## config.mk

```make
export PLATFORM = sky130hd
export DESIGN_NAME = knob_pickup_catch
export DESIGN_NICKNAME = d
export VERILOG_FILES = /design/src/rtl/kpc_pkg.sv /design/src/rtl/knob_pickup_catch.sv /design/src/rtl/kpc_pickup.sv
export SDC_FILE = /design/constraint.sdc
export NUM_CORES = 1
export LEC_CHECK = 0
export BUFFER_PORTS_ARGS = -buffer_cell sky130_fd_sc_hd__clkbuf_2
export CAP_MARGIN = 10
export CORE_UTILIZATION = 63
export DETAILED_ROUTE_END_ITERATION = 8
export MAX_ROUTING_LAYER = met4
export PLACE_DENSITY = 0.92
export SYNTH_ARGS = -nofsm -noshare
export SYNTH_HDL_FRONTEND = slang
export SYNTH_SLANG_ARGS = --single-unit
```

## constraint.sdc

```tcl
create_clock -name clk -period 8.5 [get_ports clk]
set_input_delay 2.55 -clock clk [delete_from_list [all_inputs] [get_ports clk]]
set_output_delay 2.55 -clock clk [all_outputs]
set_load 0.02 [all_outputs]
```

## src/rtl/kpc_pkg.sv

```systemverilog
// ----------------------------------------------------------------------------
// kpc_pkg
// Shared widths, function codes, defaults and types for the knob pickup block.
// ----------------------------------------------------------------------------
package kpc_pkg;

    localparam int NUM_KNOBS_DEF = 8;
    localparam int NUM_PAGES_DEF = 2;

    localparam int FUNC_W  = 2;
    localparam int KNOB_W  = 3;
    localparam int PAGE_W  = 1;
    localparam int VALUE_W = 16;

    localparam logic [FUNC_W-1:0] FUNC_SAMPLE = 2'd0;
    localparam logic [FUNC_W-1:0] FUNC_SWITCH = 2'd1;
    localparam logic [FUNC_W-1:0] FUNC_SET    = 2'd2;

    localparam logic [VALUE_W-1:0] WINDOW_RESET = 16'd1311;

    typedef struct packed {
        logic locked;
        logic apply;
    } pickup_t;

endpackage

```

## src/rtl/knob_pickup_catch.sv

```systemverilog
// ----------------------------------------------------------------------------
// knob_pickup_catch
// Soft takeover for a bank of knobs over several parameter pages.
// ----------------------------------------------------------------------------
// Each accepted beat is registered in the input stage and its result in the output stage.
// Throughput: one beat per cycle while out_ready does not stall the output; all state lives
// in flops and each item reads and writes one entry (a page switch relocks every knob of its
// page) through a single combinational update stage. Reset clears all stored values and
// readings, locks every knob, selects page zero and loads the default catch window.
module knob_pickup_catch
#(
    parameter int NUM_KNOBS = kpc_pkg::NUM_KNOBS_DEF,
    parameter int NUM_PAGES = kpc_pkg::NUM_PAGES_DEF
)
(
    input  logic                        clk,
    input  logic                        rst_n,

    input  logic                        cfg_valid,
    output logic                        cfg_ready,
    input  logic [kpc_pkg::VALUE_W-1:0] cfg_data,

    input  logic                        in_valid,
    output logic                        in_ready,
    input  logic [kpc_pkg::FUNC_W-1:0]  func,
    input  logic [kpc_pkg::KNOB_W-1:0]  knob_index,
    input  logic [kpc_pkg::PAGE_W-1:0]  page_select,
    input  logic [kpc_pkg::VALUE_W-1:0] knob_value,

    output logic                        out_valid,
    input  logic                        out_ready,
    output logic [kpc_pkg::PAGE_W-1:0]  out_page,
    output logic [kpc_pkg::KNOB_W-1:0]  out_knob,
    output logic                        applied,
    output logic [kpc_pkg::VALUE_W-1:0] stored_value,
    output logic                        is_locked
);

    localparam int ENTRIES = NUM_KNOBS * NUM_PAGES;
    localparam int EW      = (ENTRIES > 1) ? $clog2(ENTRIES) : 1;

    logic                        s1_valid_reg;
    logic [kpc_pkg::FUNC_W-1:0]  func_reg;
    logic [kpc_pkg::KNOB_W-1:0]  knob_reg;
    logic [kpc_pkg::PAGE_W-1:0]  psel_reg;
    logic [kpc_pkg::VALUE_W-1:0] value_reg;

    logic                        out_valid_reg;
    logic [kpc_pkg::PAGE_W-1:0]  out_page_reg;
    logic [kpc_pkg::KNOB_W-1:0]  out_knob_reg;
    logic                        applied_reg;
    logic [kpc_pkg::VALUE_W-1:0] stored_value_reg;
    logic                        is_locked_reg;

    logic [kpc_pkg::VALUE_W-1:0] window_reg;
    logic [kpc_pkg::PAGE_W-1:0]  cur_page_reg;
    logic [kpc_pkg::PAGE_W-1:0]  cur_page_next;

    logic [kpc_pkg::VALUE_W-1:0] stored_reg  [ENTRIES];
    logic [kpc_pkg::VALUE_W-1:0] stored_next [ENTRIES];
    logic [kpc_pkg::VALUE_W-1:0] last_reg    [ENTRIES];
    logic [kpc_pkg::VALUE_W-1:0] last_next   [ENTRIES];
    logic [ENTRIES-1:0]          lock_reg;
    logic [ENTRIES-1:0]          lock_next;

    logic                        s1_fire;
    logic                        knob_ok;
    logic                        psel_ok;
    logic [kpc_pkg::PAGE_W-1:0]  rd_page;
    logic                        rd_ok;
    logic [EW-1:0]               rd_idx;
    logic [EW-1:0]               sw_idx;
    logic [kpc_pkg::VALUE_W-1:0] rd_stored;
    logic [kpc_pkg::VALUE_W-1:0] rd_last;
    logic                        rd_lock;
    kpc_pkg::pickup_t            pick;

    logic                        applied_next;
    logic [kpc_pkg::VALUE_W-1:0] stored_value_next;
    logic                        is_locked_next;

    assign cfg_ready = 1'b1;
    assign s1_fire   = s1_valid_reg && (!out_valid_reg || out_ready);
    assign in_ready  = !s1_valid_reg || s1_fire;

    assign knob_ok = int'(knob_reg) < NUM_KNOBS;
    assign psel_ok = int'(psel_reg) < NUM_PAGES;

    always_comb
    begin
        case (func_reg)
            kpc_pkg::FUNC_SWITCH:
            begin
                rd_page = psel_ok ? psel_reg : cur_page_reg;
            end
            kpc_pkg::FUNC_SET:
            begin
                rd_page = psel_reg;
            end
            default:
            begin
                rd_page = cur_page_reg;
            end
        endcase
        rd_ok  = knob_ok && (int'(rd_page) < NUM_PAGES);
        rd_idx = EW'(int'(rd_page) * NUM_KNOBS + int'(knob_reg));
    end

    always_comb
    begin
        rd_stored = '0;
        rd_last   = '0;
        rd_lock   = 1'b1;
        if (rd_ok)
        begin
            rd_stored = stored_reg[rd_idx];
            rd_last   = last_reg[rd_idx];
            rd_lock   = lock_reg[rd_idx];
        end
    end

    kpc_pickup u_pickup
    (
        .stored  (rd_stored),
        .prev    (rd_last),
        .locked  (rd_lock),
        .reading (value_reg),
        .window  (window_reg),
        .result  (pick)
    );

    always_comb
    begin
        stored_next       = stored_reg;
        last_next         = last_reg;
        lock_next         = lock_reg;
        cur_page_next     = cur_page_reg;
        applied_next      = 1'b0;
        stored_value_next = rd_ok ? rd_stored : '0;
        is_locked_next    = rd_ok ? rd_lock : 1'b1;
        sw_idx            = '0;

        case (func_reg)
            kpc_pkg::FUNC_SAMPLE:
            begin
                if (rd_ok)
                begin
                    last_next[rd_idx] = value_reg;
                    lock_next[rd_idx] = pick.locked;
                    is_locked_next    = pick.locked;
                    if (pick.apply)
                    begin
                        stored_next[rd_idx] = value_reg;
                        stored_value_next   = value_reg;
                        applied_next        = 1'b1;
                    end
                end
            end
            kpc_pkg::FUNC_SWITCH:
            begin
                if (psel_ok)
                begin
                    for (int k = 0; k < NUM_KNOBS; k++)
                    begin
                        sw_idx            = EW'(int'(psel_reg) * NUM_KNOBS + k);
                        lock_next[sw_idx] = 1'b1;
                    end
                    cur_page_next  = psel_reg;
                    is_locked_next = 1'b1;
                end
            end
            kpc_pkg::FUNC_SET:
            begin
                if (rd_ok)
                begin
                    stored_next[rd_idx] = value_reg;
                    lock_next[rd_idx]   = 1'b1;
                    stored_value_next   = value_reg;
                    is_locked_next      = 1'b1;
                end
            end
            default:
            begin
                applied_next = 1'b0;
            end
        endcase
    end

    always_ff @(posedge clk or negedge rst_n)
    begin
        if (!rst_n)
        begin
            window_reg <= kpc_pkg::WINDOW_RESET;
        end
        else if (cfg_valid)
        begin
            window_reg <= cfg_data;
        end
    end

    always_ff @(posedge clk or negedge rst_n)
    begin
        if (!rst_n)
        begin
            s1_valid_reg <= 1'b0;
        end
        else if (in_ready)
        begin
            s1_valid_reg <= in_valid;
        end
    end

    always_ff @(posedge clk)
    begin
        if (in_valid && in_ready)
        begin
            func_reg  <= func;
            knob_reg  <= knob_index;
            psel_reg  <= page_select;
            value_reg <= knob_value;
        end
    end

    always_ff @(posedge clk or negedge rst_n)
    begin
        if (!rst_n)
        begin
            cur_page_reg <= '0;
            lock_reg     <= '1;
            for (int i = 0; i < ENTRIES; i++)
            begin
                stored_reg[i] <= '0;
                last_reg[i]   <= '0;
            end
        end
        else if (s1_fire)
        begin
            cur_page_reg <= cur_page_next;
            lock_reg     <= lock_next;
            stored_reg   <= stored_next;
            last_reg     <= last_next;
        end
    end

    always_ff @(posedge clk or negedge rst_n)
    begin
        if (!rst_n)
        begin
            out_valid_reg <= 1'b0;
        end
        else if (s1_fire)
        begin
            out_valid_reg <= 1'b1;
        end
        else if (out_ready)
        begin
            out_valid_reg <= 1'b0;
        end
    end

    always_ff @(posedge clk)
    begin
        if (s1_fire)
        begin
            out_page_reg     <= cur_page_next;
            out_knob_reg     <= knob_reg;
            applied_reg      <= applied_next;
            stored_value_reg <= stored_value_next;
            is_locked_reg    <= is_locked_next;
        end
    end

    assign out_valid    = out_valid_reg;
    assign out_page     = out_page_reg;
    assign out_knob     = out_knob_reg;
    assign applied      = applied_reg;
    assign stored_value = stored_value_reg;
    assign is_locked    = is_locked_reg;

endmodule

```

## src/rtl/kpc_pickup.sv

```systemverilog
// ----------------------------------------------------------------------------
// kpc_pickup
// Catch decision for one knob: unlocks on a crossing or inside the window.
// ----------------------------------------------------------------------------
module kpc_pickup
(
    input  logic [kpc_pkg::VALUE_W-1:0] stored,
    input  logic [kpc_pkg::VALUE_W-1:0] prev,
    input  logic                        locked,
    input  logic [kpc_pkg::VALUE_W-1:0] reading,
    input  logic [kpc_pkg::VALUE_W-1:0] window,
    output kpc_pkg::pickup_t            result
);

    logic [kpc_pkg::VALUE_W-1:0] distance;
    logic                        crossed;

    always_comb
    begin
        if (reading >= stored)
        begin
            distance = reading - stored;
        end
        else
        begin
            distance = stored - reading;
        end
        crossed = ((prev <= stored) && (reading >= stored)) ||
                  ((prev >= stored) && (reading <= stored)) ||
                  (distance < window);
        result.locked = locked && !crossed;
        result.apply  = !result.locked && (stored != reading);
    end

endmodule

```

==> flow_summary.toml <==
[setup_path]
critPathLaunchType = "register"
criticalPathCategory = "reg2reg"
cp_max_fo = 24
arrival_ps = 8490
required_ps = 9010
rr_worst_depth = 24
crit_path_end_kind = "register"

[floorplan]
die_area_um2 = 47700
fp.coreArea_um2 = 45800
die_y_um = 218
dieWidth_um = 218
row_count = 78
initial_core_util = 0.645
ios = 68

[global_route]
grt_max_degree = 149
antenna_found_initial = 4
grt_pass1_wl_mm = 130
overflow = 0
grt_pass1_vias = 21265
grt.total_usage = 0.378

[worst_hold_path]
worstHoldPathType = "reg2reg"
hold_depth = 2

[synthesis]
netlist_instances = 2151
synthDistinctLibCells = 59
yosys_most_used_dff = "dfrtp_1"
synth-seq-area-share = 0.509
syn-num-nets = 2262
ys_seq_elements = 591
avgSynthCellArea_um2 = 13.7
synthesis.area_um2 = 29500
synth_edf_count = 44
synthArstFlopShare = 0.926
ys_warn_count = 0

[cts]
cts.sinks = 591
path_clk_slew_ps = 60
postCtsSetupBuffers = 0
cts_buffers = 58
ctsRootBufferMaster = "clkbuf_16"
post_cts_resize_count = 0
clk_latency_ps = 650
hold_buffers = 0
h-tree-depth = 2
clk_path_buf_depth = 3
cts_tree = "done"

[placement]
dpl.hpwl_mm = 52.3
place.gp.congestion = 0.985
portBuffers = 66

[final_layout]
multi_input_area_um2 = 13500
seqCellArea_um2 = 15000
area_delta_synth_final_pct = 10.1
nFillCells = 2624
final_nets = 2303
fin_util = 0.710
drive_gt1_frac = 0.400

[route]
avgViaCountPerCell = 7.08
drtPass1Iterations = 6
vias = 20141
antenna_left = 0
routedWlPerCell_um = 29.6
routed_wl_mm = 84.3
drt_iter0_drc = 2526
drc = 0

[sta]
slew_violations = 0
rsz0062_at_grt = "false"
fmax_ghz = 0.125
period_minus_slack_ps = 7980
fin_skew_ps = 27.9
setup_tns_ps = 0
post-route-period-util = 0.939
worst_slew_pin_slew_ps = 1230
finalHoldViolations = 0
setup_viol = 0
slew_headroom = 0.179

[power]
peakVddDrop_uv = 230
cellPowerDensity_nw_per_um2 = 304
p_leak_uw = 0.0151
power_uw = 9870

[status]
outcome = "complete, no violations"

[run]
cap_violations = 0
-- through the flow --
stage                     instance area [um2]  setup slack [ps]  hold WS, ps  cells
after floorplan                         29500              1860          421   2151
after global placement                  30500               570          456   2732
final                                   32500               520          482   2845
after CTS                               32500               670          484   2840
after global routing                    32500               199          501   2844
after detailed placement                30500               703          469   2732
-- worst max-delay path: stages (launching register included) --
cell and delay, ps:
edfxtp_1 380, inv_1 80, ha_1 670, mux2_2 720
mux4_2 650, ha_1 460, a21oi_1 360, o21ai_0 260
a21o_1 230, a211o_1 360, buf_4 200, inv_1 210
o2111ai_1 210, a31oi_1 260, xnor2_1 190, ha_1 290
a21o_1 160, a21oi_1 140, nor2b_1 60, a2111o_1 440
o211ai_4 450, buf_4 370, a21oi_4 70, buf_4 240
mux2_4 320
-- Yosys cell counts, types with 8 or more instances --
cell type	n	area, um2
inv_1	58	218
edfxtp_1	44	1320
dfstp_2	23	604
mux2_2	337	3790
nand2_1	146	548
ha_1	66	826
nor2_1	43	161
buf_2	29	145
buf_4	8	60.1
buf_6	11	124
nor2b_1	17	106
mux2i_1	10	100
a21o_1	21	158
nand3_1	33	165
dfrtp_1	524	13100
nor3_1	22	110
a21oi_4	9	146
a21oi_1	71	355
clkbuf_1	115	432
and3_1	10	62.6
o21ai_0	134	671
nand4_1	20	125
or3_1	17	106
mux2_4	90	1350
mux4_2	164	3690
a21oi_2	8	70.1
a31oi_1	19	119
nand2b_1	8	50.1
buf_1	9	33.8
o211ai_1	18	135
-- cells in the final DEF, fill, tap and decap left out, types with 8 or more instances in the layout --
cell | netlist | final
clkbuf_1 | 115 | 8
nand2_1 | 146 | 146
clkbuf_8 | 0 | 11
buf_4 | 8 | 82
a31oi_1 | 19 | 19
a21oi_2 | 8 | 8
a21oi_1 | 71 | 71
mux2_2 | 337 | 337
dfstp_2 | 23 | 23
nand4_1 | 20 | 20
ha_1 | 66 | 66
mux4_2 | 164 | 164
dfrtp_1 | 524 | 524
nor2_1 | 43 | 43
clkbuf_16 | 0 | 60
nor2b_1 | 17 | 17
a21o_1 | 21 | 21
clkinv_2 | 0 | 18
a21oi_4 | 9 | 9
nand3_1 | 33 | 33
mux2_4 | 90 | 90
and3_1 | 10 | 10
or3_1 | 17 | 17
o21ai_0 | 134 | 134
edfxtp_1 | 44 | 44
nand2b_1 | 8 | 8
nor3_1 | 22 | 22
mux2i_1 | 10 | 10
inv_1 | 58 | 58
o211ai_1 | 18 | 18
clkbuf_2 | 0 | 65
-- final timing paths --
check / start / slack, ps / endpoint
max reg2reg: func_reg[1] / 520 / stored_reg[9]
min in group asynchronous: rst_n / 1940 / stored_reg[140]
max: func_reg[1] / 520 / stored_reg[9]
max in group asynchronous: rst_n / 5010 / stored_reg[198]
min reg2reg: last_reg[192] / 480 / last_reg[192]
min: last_reg[192] / 480 / last_reg[192]
-- per-layer routing --
layer,global-route usage,vias to the layer above,share of wire
li1,-,8007,-
met1,0.460,10315,0.36
met2,0.563,1424,0.46
met3,0.111,395,0.11
met4,0.222,0,0.064
met5,-,-,0
-- kinds of logic (layout without fill, tap and decap cells) --
| kind of cell | Yosys count | count (layout) | share of synthesized area |
|---|---|---|---|
| AO/OA/AOI/OAI | 316 | 316 | 0.0669 |
| XOR/XNOR | 14 | 14 | 0.00415 |
| adder cells (fa/ha/maj) | 68 | 68 | 0.0293 |
| buffers and inverters | 231 | 320 | 0.0350 |
| flip-flops | 591 | 591 | 0.509 |
| multiplexers | 601 | 601 | 0.303 |
| other | 1 | 6 | 0.000127 |
| AND/OR/NAND/NOR | 329 | 329 | 0.0522 |
-- where the power goes --
group	internal, uW	total, uW	switching (uW)	leakage, uW
registers	3590	4070	483	0.00761
clock network	1480	2640	1160	0.000968
logic	1540	3160	1630	0.00648
-- cell type report --
cell class	count	share of cell area
tap	600	0.0231
antenna	5	0.000385
timing repair buffer	154	0.0331
clock inverter	29	0.00793
multi-input combinational	1329	0.414
clock buffer	79	0.0518
inverter	58	0.00670
sequential	591	0.463
Power figures use the tool's default switching activity.
